### config.mk
export PLATFORM = sky130hd
export DESIGN_NAME = mclm_ctrl
export DESIGN_NICKNAME = d
export VERILOG_FILES = /design/src/hdl/mclm_pkg.sv /design/src/hdl/mclm_ctrl.sv
export SDC_FILE = /design/constraint.sdc
export NUM_CORES = 1
export LEC_CHECK = 0
export ABC_AREA = 1
export ABC_CLOCK_PERIOD_IN_PS = 4000
export BUFFER_PORTS_ARGS = -buffer_cell sky130_fd_sc_hd__buf_2
export CORE_MARGIN = 3
export CORE_UTILIZATION = 45
export DETAILED_ROUTE_END_ITERATION = 8
export GPL_ROUTABILITY_DRIVEN = 0
export HOLD_SLACK_MARGIN = 0.1
export PLACE_DENSITY = 0.69
export SETUP_SLACK_MARGIN = 0.05
export SLEW_MARGIN = 20
export SYNTH_ARGS = -nofsm -noshare
export SYNTH_HDL_FRONTEND = slang
export SYNTH_SLANG_ARGS = --single-unit
### constraint.sdc
create_clock -name clock -period 4 [get_ports clock]
set_input_delay 0.6 -clock clock [delete_from_list [all_inputs] [get_ports clock]]
set_output_delay 0.6 -clock clock [all_outputs]
set_load 0.05 [all_outputs]
### src/hdl/mclm_pkg.sv
package mclm_pkg;

   // table sizes
   localparam int MUTEX_SLOTS    = 16;
   localparam int CV_SLOTS       = 16;
   localparam int QUEUE_DEPTH    = 16;
   localparam int WAITERS_PER_CV = 16;

   // derived widths
   localparam int SW  = (MUTEX_SLOTS > 1) ? $clog2(MUTEX_SLOTS) : 1;
   localparam int CW  = (CV_SLOTS > 1) ? $clog2(CV_SLOTS) : 1;
   localparam int KW  = (QUEUE_DEPTH > 1) ? $clog2(QUEUE_DEPTH) : 1;
   localparam int JW  = (WAITERS_PER_CV > 1) ? $clog2(WAITERS_PER_CV) : 1;
   localparam int QCW = $clog2(QUEUE_DEPTH + 1);
   localparam int WCW = $clog2(WAITERS_PER_CV + 1);
   localparam int FQ_DEPTH = MUTEX_SLOTS * QUEUE_DEPTH;
   localparam int FA_W = (FQ_DEPTH > 1) ? $clog2(FQ_DEPTH) : 1;
   localparam int WT_DEPTH = CV_SLOTS * WAITERS_PER_CV;
   localparam int WA_W = (WT_DEPTH > 1) ? $clog2(WT_DEPTH) : 1;

   // request commands
   localparam logic [2:0] CMD_LOCK   = 3'd0;
   localparam logic [2:0] CMD_UNLOCK = 3'd1;
   localparam logic [2:0] CMD_WAIT   = 3'd2;
   localparam logic [2:0] CMD_BCAST  = 3'd3;
   localparam logic [2:0] CMD_INTR   = 3'd4;
   localparam logic [2:0] CMD_TERM   = 3'd5;

   // reply codes
   localparam logic [2:0] RC_OK    = 3'd0;
   localparam logic [2:0] RC_PERM  = 3'd1;
   localparam logic [2:0] RC_INVAL = 3'd2;
   localparam logic [2:0] RC_INTR  = 3'd3;
   localparam logic [2:0] RC_FULL  = 3'd4;

   // datapath operations
   localparam int OP_W = 5;
   localparam logic [OP_W-1:0] OP_NOP          = 5'd0;
   localparam logic [OP_W-1:0] OP_LOAD         = 5'd1;
   localparam logic [OP_W-1:0] OP_LOCK         = 5'd2;
   localparam logic [OP_W-1:0] OP_EMIT_REQ     = 5'd3;
   localparam logic [OP_W-1:0] OP_EMIT_TGT     = 5'd4;
   localparam logic [OP_W-1:0] OP_SI_HIT       = 5'd5;
   localparam logic [OP_W-1:0] OP_SI_ZERO      = 5'd6;
   localparam logic [OP_W-1:0] OP_INC_SI       = 5'd7;
   localparam logic [OP_W-1:0] OP_RD_HEAD      = 5'd8;
   localparam logic [OP_W-1:0] OP_GRANT        = 5'd9;
   localparam logic [OP_W-1:0] OP_FREE_SLOT    = 5'd10;
   localparam logic [OP_W-1:0] OP_RD_NEXT      = 5'd11;
   localparam logic [OP_W-1:0] OP_WR_SHIFT     = 5'd12;
   localparam logic [OP_W-1:0] OP_DEC_BC       = 5'd13;
   localparam logic [OP_W-1:0] OP_K_ZERO       = 5'd14;
   localparam logic [OP_W-1:0] OP_RD_K         = 5'd15;
   localparam logic [OP_W-1:0] OP_INC_K        = 5'd16;
   localparam logic [OP_W-1:0] OP_MATCH        = 5'd17;
   localparam logic [OP_W-1:0] OP_WAIT_ADD     = 5'd18;
   localparam logic [OP_W-1:0] OP_CI_HIT       = 5'd19;
   localparam logic [OP_W-1:0] OP_CV_ZERO      = 5'd20;
   localparam logic [OP_W-1:0] OP_INC_CI       = 5'd21;
   localparam logic [OP_W-1:0] OP_J_ZERO       = 5'd22;
   localparam logic [OP_W-1:0] OP_RD_W         = 5'd23;
   localparam logic [OP_W-1:0] OP_INC_J        = 5'd24;
   localparam logic [OP_W-1:0] OP_CANCEL_CMP   = 5'd25;
   localparam logic [OP_W-1:0] OP_FREE_CV      = 5'd26;
   localparam logic [OP_W-1:0] OP_FREE_CV_DEAD = 5'd27;
   localparam logic [OP_W-1:0] OP_FLUSH        = 5'd28;

   typedef struct packed {
      logic [OP_W-1:0] op;
      logic [2:0]      code;
   } dp_cmd_type;

   typedef struct packed {
      logic [2:0] cmd;
      logic       mk_hit;
      logic       mk_own;
      logic       ck_hit;
      logic       ck_full;
      logic       cv_free_any;
      logic       si_valid;
      logic       si_owner_tgt;
      logic       si_bc_zero;
      logic       si_last;
      logic       shift_more;
      logic       k_in;
      logic       rd_match;
      logic       ci_valid;
      logic       ci_last;
      logic       j_in;
      logic       j_live;
      logic       found;
      logic       can_emit;
      logic       hold_v;
      logic       out_free;
   } dp_stat_type;

   // blocked queue entry address
   function automatic logic [FA_W-1:0] fq_addr(input logic [SW-1:0] s, input logic [KW-1:0] k);
      return FA_W'(s) * FA_W'(QUEUE_DEPTH) + FA_W'(k);
   endfunction

   // waiter list entry address
   function automatic logic [WA_W-1:0] wt_addr(input logic [CW-1:0] c, input logic [JW-1:0] j);
      return WA_W'(c) * WA_W'(WAITERS_PER_CV) + WA_W'(j);
   endfunction

endpackage

### src/hdl/mclm_ctrl.sv
module mclm_ctrl import mclm_pkg::*; (
   input  logic        clock,
   input  logic        reset,
   input  logic        req_tvalid,
   output logic        req_tready,
   input  dp_stat_type st,
   output dp_cmd_type  ctl
);

   localparam logic [4:0] S_IDLE      = 5'd0;
   localparam logic [4:0] S_DISP      = 5'd1;
   localparam logic [4:0] S_LOCK      = 5'd2;
   localparam logic [4:0] S_EMIT      = 5'd3;
   localparam logic [4:0] S_REL       = 5'd4;
   localparam logic [4:0] S_GRANT     = 5'd5;
   localparam logic [4:0] S_SHIFT     = 5'd6;
   localparam logic [4:0] S_SHIFT_WR  = 5'd7;
   localparam logic [4:0] S_QR        = 5'd8;
   localparam logic [4:0] S_QR_CMP    = 5'd9;
   localparam logic [4:0] S_QR_AFTER  = 5'd10;
   localparam logic [4:0] S_INT_SL    = 5'd11;
   localparam logic [4:0] S_INT_ADV   = 5'd12;
   localparam logic [4:0] S_INT_EMIT  = 5'd13;
   localparam logic [4:0] S_TRM_SL    = 5'd14;
   localparam logic [4:0] S_TRM_Q     = 5'd15;
   localparam logic [4:0] S_TRM_ADV   = 5'd16;
   localparam logic [4:0] S_CVC       = 5'd17;
   localparam logic [4:0] S_CVJ       = 5'd18;
   localparam logic [4:0] S_CV_CMP    = 5'd19;
   localparam logic [4:0] S_CV_END    = 5'd20;
   localparam logic [4:0] S_CV_ADV    = 5'd21;
   localparam logic [4:0] S_BC_J      = 5'd22;
   localparam logic [4:0] S_BC_LK     = 5'd23;
   localparam logic [4:0] S_FLUSH     = 5'd24;

   logic [4:0] state_ff, state_in;
   logic [4:0] rel_ret_ff, rel_ret_in;
   logic [4:0] shf_ret_ff, shf_ret_in;
   logic [2:0] code_ff, code_in;

   assign req_tready = (state_ff == S_IDLE);

   // sequencer
   always_comb begin
      state_in   = state_ff;
      rel_ret_in = rel_ret_ff;
      shf_ret_in = shf_ret_ff;
      code_in    = code_ff;
      ctl.op     = OP_NOP;
      ctl.code   = code_ff;
      case (state_ff)
         S_IDLE: begin
            if (req_tvalid) begin
               ctl.op   = OP_LOAD;
               state_in = S_DISP;
            end
         end
         S_DISP: begin
            case (st.cmd)
               CMD_LOCK: state_in = S_LOCK;
               CMD_UNLOCK: begin
                  if (st.mk_hit && !st.mk_own) begin
                     code_in  = RC_PERM;
                     state_in = S_EMIT;
                  end else if (st.mk_hit) begin
                     ctl.op     = OP_SI_HIT;
                     code_in    = RC_OK;
                     rel_ret_in = S_EMIT;
                     state_in   = S_REL;
                  end else begin
                     code_in  = RC_OK;
                     state_in = S_EMIT;
                  end
               end
               CMD_WAIT: begin
                  if (!(st.mk_hit && st.mk_own)) begin
                     code_in  = RC_INVAL;
                     state_in = S_EMIT;
                  end else if (st.ck_hit ? st.ck_full : !st.cv_free_any) begin
                     code_in  = RC_FULL;
                     state_in = S_EMIT;
                  end else begin
                     ctl.op     = OP_WAIT_ADD;
                     rel_ret_in = S_FLUSH;
                     state_in   = S_REL;
                  end
               end
               CMD_BCAST: begin
                  code_in = RC_OK;
                  if (st.ck_hit) begin
                     ctl.op   = OP_CI_HIT;
                     state_in = S_BC_J;
                  end else begin
                     state_in = S_EMIT;
                  end
               end
               CMD_INTR: begin
                  ctl.op   = OP_SI_ZERO;
                  state_in = S_INT_SL;
               end
               CMD_TERM: begin
                  ctl.op   = OP_SI_ZERO;
                  state_in = S_TRM_SL;
               end
               default: begin
                  code_in  = RC_INVAL;
                  state_in = S_EMIT;
               end
            endcase
         end
         S_LOCK: begin
            if (st.can_emit) begin
               ctl.op   = OP_LOCK;
               state_in = S_FLUSH;
            end
         end
         S_EMIT: begin
            if (st.can_emit) begin
               ctl.op   = OP_EMIT_REQ;
               state_in = S_FLUSH;
            end
         end
         // release of slot si: grant to queue head or free
         S_REL: begin
            if (st.si_bc_zero) begin
               ctl.op   = OP_FREE_SLOT;
               state_in = rel_ret_ff;
            end else begin
               ctl.op   = OP_RD_HEAD;
               state_in = S_GRANT;
            end
         end
         S_GRANT: begin
            if (st.can_emit) begin
               ctl.op     = OP_GRANT;
               shf_ret_in = rel_ret_ff;
               state_in   = S_SHIFT;
            end
         end
         // close the gap in the queue, reading and then writing one entry at a time
         S_SHIFT: begin
            if (st.shift_more) begin
               ctl.op   = OP_RD_NEXT;
               state_in = S_SHIFT_WR;
            end else begin
               ctl.op   = OP_DEC_BC;
               state_in = shf_ret_ff;
            end
         end
         S_SHIFT_WR: begin
            ctl.op   = OP_WR_SHIFT;
            state_in = S_SHIFT;
         end
         // scan the queue of slot si for the target
         S_QR: begin
            if (st.k_in) begin
               ctl.op   = OP_RD_K;
               state_in = S_QR_CMP;
            end else begin
               state_in = (st.cmd == CMD_INTR) ? S_INT_ADV : S_TRM_ADV;
            end
         end
         S_QR_CMP: begin
            if (st.rd_match) begin
               ctl.op     = OP_MATCH;
               shf_ret_in = S_QR_AFTER;
               state_in   = S_SHIFT;
            end else begin
               ctl.op   = OP_INC_K;
               state_in = S_QR;
            end
         end
         S_QR_AFTER: state_in = (st.cmd == CMD_INTR) ? S_INT_EMIT : S_QR;
         // interrupt walk over slots
         S_INT_SL: begin
            if (st.si_valid) begin
               ctl.op   = OP_K_ZERO;
               state_in = S_QR;
            end else begin
               state_in = S_INT_ADV;
            end
         end
         S_INT_ADV: begin
            if (st.si_last) begin
               ctl.op   = OP_CV_ZERO;
               state_in = S_CVC;
            end else begin
               ctl.op   = OP_INC_SI;
               state_in = S_INT_SL;
            end
         end
         S_INT_EMIT: begin
            if (st.can_emit) begin
               ctl.op   = OP_EMIT_TGT;
               ctl.code = RC_INTR;
               state_in = S_FLUSH;
            end
         end
         // terminate walk over slots
         S_TRM_SL: begin
            if (st.si_valid && st.si_owner_tgt) begin
               rel_ret_in = S_TRM_Q;
               state_in   = S_REL;
            end else begin
               state_in = S_TRM_Q;
            end
         end
         S_TRM_Q: begin
            if (st.si_valid) begin
               ctl.op   = OP_K_ZERO;
               state_in = S_QR;
            end else begin
               state_in = S_TRM_ADV;
            end
         end
         S_TRM_ADV: begin
            if (st.si_last) begin
               ctl.op   = OP_CV_ZERO;
               state_in = S_CVC;
            end else begin
               ctl.op   = OP_INC_SI;
               state_in = S_TRM_SL;
            end
         end
         // cancel the target's waiter entries
         S_CVC: begin
            if (st.ci_valid) begin
               ctl.op   = OP_J_ZERO;
               state_in = S_CVJ;
            end else begin
               state_in = S_CV_ADV;
            end
         end
         S_CVJ: begin
            if (!st.j_in) begin
               state_in = S_CV_END;
            end else if (st.j_live) begin
               ctl.op   = OP_RD_W;
               state_in = S_CV_CMP;
            end else begin
               ctl.op = OP_INC_J;
            end
         end
         S_CV_CMP: begin
            ctl.op   = OP_CANCEL_CMP;
            state_in = S_CVJ;
         end
         S_CV_END: begin
            ctl.op   = OP_FREE_CV_DEAD;
            state_in = S_CV_ADV;
         end
         S_CV_ADV: begin
            if (!st.ci_last) begin
               ctl.op   = OP_INC_CI;
               state_in = S_CVC;
            end else if (st.cmd == CMD_INTR && st.found) begin
               state_in = S_INT_EMIT;
            end else begin
               state_in = S_FLUSH;
            end
         end
         // broadcast: each live waiter relocks its mutex
         S_BC_J: begin
            if (!st.j_in) begin
               ctl.op   = OP_FREE_CV;
               state_in = S_EMIT;
            end else if (st.j_live) begin
               ctl.op   = OP_RD_W;
               state_in = S_BC_LK;
            end else begin
               ctl.op = OP_INC_J;
            end
         end
         S_BC_LK: begin
            if (st.can_emit) begin
               ctl.op   = OP_LOCK;
               state_in = S_BC_J;
            end
         end
         // mark the last word and hand it out
         S_FLUSH: begin
            if (!st.hold_v) begin
               state_in = S_IDLE;
            end else if (st.out_free) begin
               ctl.op   = OP_FLUSH;
               state_in = S_IDLE;
            end
         end
         default: state_in = S_IDLE;
      endcase
   end

   always_ff @(posedge clock) begin
      if (reset) begin
         state_ff   <= S_IDLE;
         rel_ret_ff <= S_FLUSH;
         shf_ret_ff <= S_FLUSH;
         code_ff    <= RC_OK;
      end else begin
         state_ff   <= state_in;
         rel_ret_ff <= rel_ret_in;
         shf_ret_ff <= shf_ret_in;
         code_ff    <= code_in;
      end
   end

endmodule

Yosys cells after proc, flatten, opt, wreduce, memory -nomap -nowiden
Cells that the tools add are included.
- equal/unequal tests: 44
- bitwise gates (word level): 1
- multiplexer cells: 72
- reduce and logical (&&, ||, !) cells: 20
- operators by type and width (kind ; count):
    5-bit 2-to-1 mux ; 37
    5-bit one-hot mux with 23 select lines ; 1
    5-bit one-hot mux with 20 select lines ; 1
    5-bit equality test, second input constant ; 9
    5-bit by 4-bit equality test with 1-bit output, second input constant ; 8
    3-bit 2-to-1 mux ; 13
    5-bit one-hot mux with 2 select lines ; 3
    5-bit one-hot mux with 6 select lines ; 1
    4-bit 2-to-1 mux ; 6
    3-bit != test, second input constant ; 8
    5-bit by 3-bit equality test with 1-bit output, second input constant ; 4
    5-bit one-hot mux with 4 select lines ; 1
    7-bit AND reduction ; 2
    3-bit one-hot mux with 4 select lines ; 1
    5-bit by 2-bit equality test with 1-bit output, second input constant ; 2
    2-bit != test, second input constant ; 5
    2-bit OR reduction ; 4
    3-bit by 2-bit equality test with 1-bit output, second input constant ; 2
    3-bit equality test, second input constant ; 2
    2-bit 2-to-1 mux ; 3
    6-bit 2-to-1 mux ; 1
    3-bit AND reduction ; 2
    3-bit OR reduction ; 2
    5-bit by 1-bit equality test with 1-bit output, second input constant ; 1
    10 further kinds ; 18
- bits in registers: 18
- input bits: 26
- logic and storage cells: 141
- output and inout bits: 9

Longest topological paths before layout
- depth in word-level cells: 6
- mapped depth: 12
- gate-level depth less buffers: 12

Least setup slack after synthesis
Ideal clock, no wire load.
- path kind: register to output
- from: reg state_ff[0]
- to: out ctl[3] (netlist name)
- setup slack: 1.652 ns
- arrival: 1.748 ns
- cell stages (with the launch flop): 7
- path buffers: 1
- data required time: 3.400 ns
- cells stage by stage: dfxtp_1 > buf_4 > nor2_2 > nand2_4 > nor2_2 > a21oi_1 > nand4_1
- RTL lines (item ; RTL line ; source):
    start: declaration ; mclm_ctrl.sv:36 ; logic [4:0] state_ff, state_in;
    start signal: assignment ; mclm_ctrl.sv:300 ; state_ff <= state_in;
    end: declaration ; mclm_ctrl.sv:7 ; output dp_cmd_type ctl

==> run metrics <==
Sinks on Clock Net=17; mean number of vias per cell=5.464; final period utilization=67.40%; Worst-Skew Late Latency=0.25 ns; I/O pins=35; Buf/Inv on CP=2; commonest non-fill, non-tap cells in the layout=nand2_1, nor2_1, inv_1; pin slew with the least headroom to its limit=0.4137 ns; number of CTS-inserted buffers=3; first-pass GRT wire length=9363 um; Final WS setup=1.304 ns; CP startpoint kind=flip-flop; First-pass DRT Iterations=6; Total Wirelength=5805 um; Routed wire per std cell=13.19 um; max_cap viols=0; Setup Skew=0.002303 ns; Post-Synth XOR/XNOR Area=0%; Starting DRT DRC Count=304; largest net degree at the start of global routing=13; area of the multi-input gates=0.001333 sq mm; Hold Path Class=reg2reg; cell area after layout=roughly 0.0021 sq mm; die area=0.005015 sq mm; most frequent CP cell=nand3_1; # rows=22; area share of and/or/nand/nor cells after synthesis=55.72%; leakage power=around 1.2 nW; Total Nets Final=419; Fmax=370.9 MHz; PostCTS Resize Cnt=0; Max Slew Vio Count=0; GR Overflow Total=0; Compound-Gate Fraction of Synth Area=14.76%; Core ar.=0.003854 sq mm; critical setup path kind=reg2out; largest cells by area after synthesis=nand2_1, dfxtp_1, nor2_1; PortBufs=34; Root Buffer Master=clkbuf_8; Bufs on Longest Clock Path=2; WP data required=3.40 ns; Final setup viols=0; crit-path max FO=7; vias in the first global route=2097; post-layout min period=2.696 ns; post-cts hold buffer count=0; post-synthesis sequential area ratio=a little under a fifth; post-synthesis mux area share=0%; total track usage=between 20% and 30%; kind of cell adding the most delay to the critical path=simple AND/OR/NAND/NOR gates; Cells after Synth=358; Rel. slew slack=between 70% and 80%; vias=2404; Max IR drop VDD=0.0003816 V; Die Y=70.82 um; Post-CTS Setup Bufs=0; PwrDens=615.7 mW/mm^2; Final Hold Vio Count=0; Mapped Nets=384; Arrival @ worst endpoint=~2.1 ns; DP Worst Slack=~1.5 ns; Antenna diodes=0; initial antenna violation count=0; cell chain of the critical path=inv_2, nand3_1, nor2_1, nand2_1, o21ai_0, nor3_1, nand3_1, buf_2; FF+latch count, synth=17; Slowest cell on crit path=dfxtp_1; DP HPWL=4925 um; Worst setup EP type=primary output; Area growth syn-to-layout=12.97%; commonest non-fill, non-tap cell in the layout=nand2_1; RSZ-0062 raised after global routing=no; clock slew at reported path FFs=0.06 ns; yosys warns=0; synthesized area=0.001891 sq mm; status=complete, no violations; Antenna Nets Post-Route=0; post-synth top area share=a little under a quarter; Mean Syn Cell Area=5.281 sq um; DRC=0; Synth area leader=nand2_1; CTS tree=built; CP max stage delay=0.38 ns; register area=340.3 sq um; post-synth cell types=32; fraction of layout instances using a drive strength above 1=16.84%; Die X=between 70 and 80 um; Adder-Cell Fraction of Synth Area=0%; CTS HTree Levels=1; Initial Util=between 40% and 50%; main combinational cell family by area after synthesis=simple AND/OR/NAND/NOR gates; placed cell area=about 0.0021 sq mm; fillers=419; setup TNS=0 ns
==> tightest hold or removal path, cell delays in order (launching register included) <==
cell	delay [ns]
dfxtp_1	0.30
inv_1	0.06
a21oi_1	0.06
==> registers in the layout, summed over array words and instances, names as in the netlist <==
name,count
rel_ret_ff,4
shf_ret_ff,5
code_ff,3
state_ff,5
==> where the power goes <==
part	internal, W	leakage, nW	switching [W]	total, W
registers	0.000217	0.138	0.0000623	0.000280
logic	0.000251	1.05	0.000659	0.000910
clock network	0.0000705	0.0228	0.0000548	0.000125
total	0.000539	1.21	0.000776	0.00131
==> per-stage QoR <==
step / utilization (%) / instances / power (W) / hold slack [ns]
2_1_floorplan: - / 358 / 0.0009937 / 0.4297
3_3_place_gp: 54.25 / 436 / 0.001176 / 0.4449
3_5_place_dp: 54.25 / 436 / 0.001179 / 0.4579
4_1_cts: 55.42 / 440 / 0.001306 / 0.4678
5_1_grt: 55.42 / 440 / 0.001414 / 0.4863
6_report: 55.42 / 440 / 0.001315 / 0.4628
==> cell type report <==
type,count,share of cell area [%]
clock buffer,4,2.109
inverter,50,8.787
multi-input combinational,287,62.39
sequential,17,15.93
tap,48,2.812
timing repair buffer,34,7.967
==> Yosys cell counts, drive strengths merged <==
cell    number
nand3b       1
buf          4
o21ai       24
o211ai       4
nor2        63
nand2      117
o21a         1
o21bai       1
nand3       34
nand4        6
nor3         7
nor3b        1
a21oi       16
inv         50
dfxtp       17
nor4         4
a211oi       2
or2          6
==> per-layer routing <==
| metal | track usage [%] | routed length, um |
|---|---|---|
| met2 | 36.97 | 2515 |
| met1 | 31.33 | 2598 |
| met3 | 2.699 | 521 |
| met5 | 0 | 0 |
| met4 | 8.351 | 170 |
==> final timing paths <==
check             slack (ns)  cells after the start                         end                      from
hold reg to reg         0.46                      2     code_ff[1]$_SDFFE_PP0P_   code_ff[1]$_SDFFE_PP0P_
setup / recovery        1.30                      8                      ctl[5]  state_ff[3]$_SDFFE_PP0P_
hold / removal          0.46                      2     code_ff[1]$_SDFFE_PP0P_   code_ff[1]$_SDFFE_PP0P_
setup reg to reg        2.14                     10  rel_ret_ff[3]$_SDFFE_PP1P_  state_ff[4]$_SDFFE_PP0P_
==> cell families (layout without fill, tap and decap cells) <==
logic type,after synthesis,count (layout)
AOI/OAI and AO/OA,48,48
DFF,17,17
buffers and inverters,54,88
and+or+nand+nor,239,239
Power figures use the tool's default switching activity.
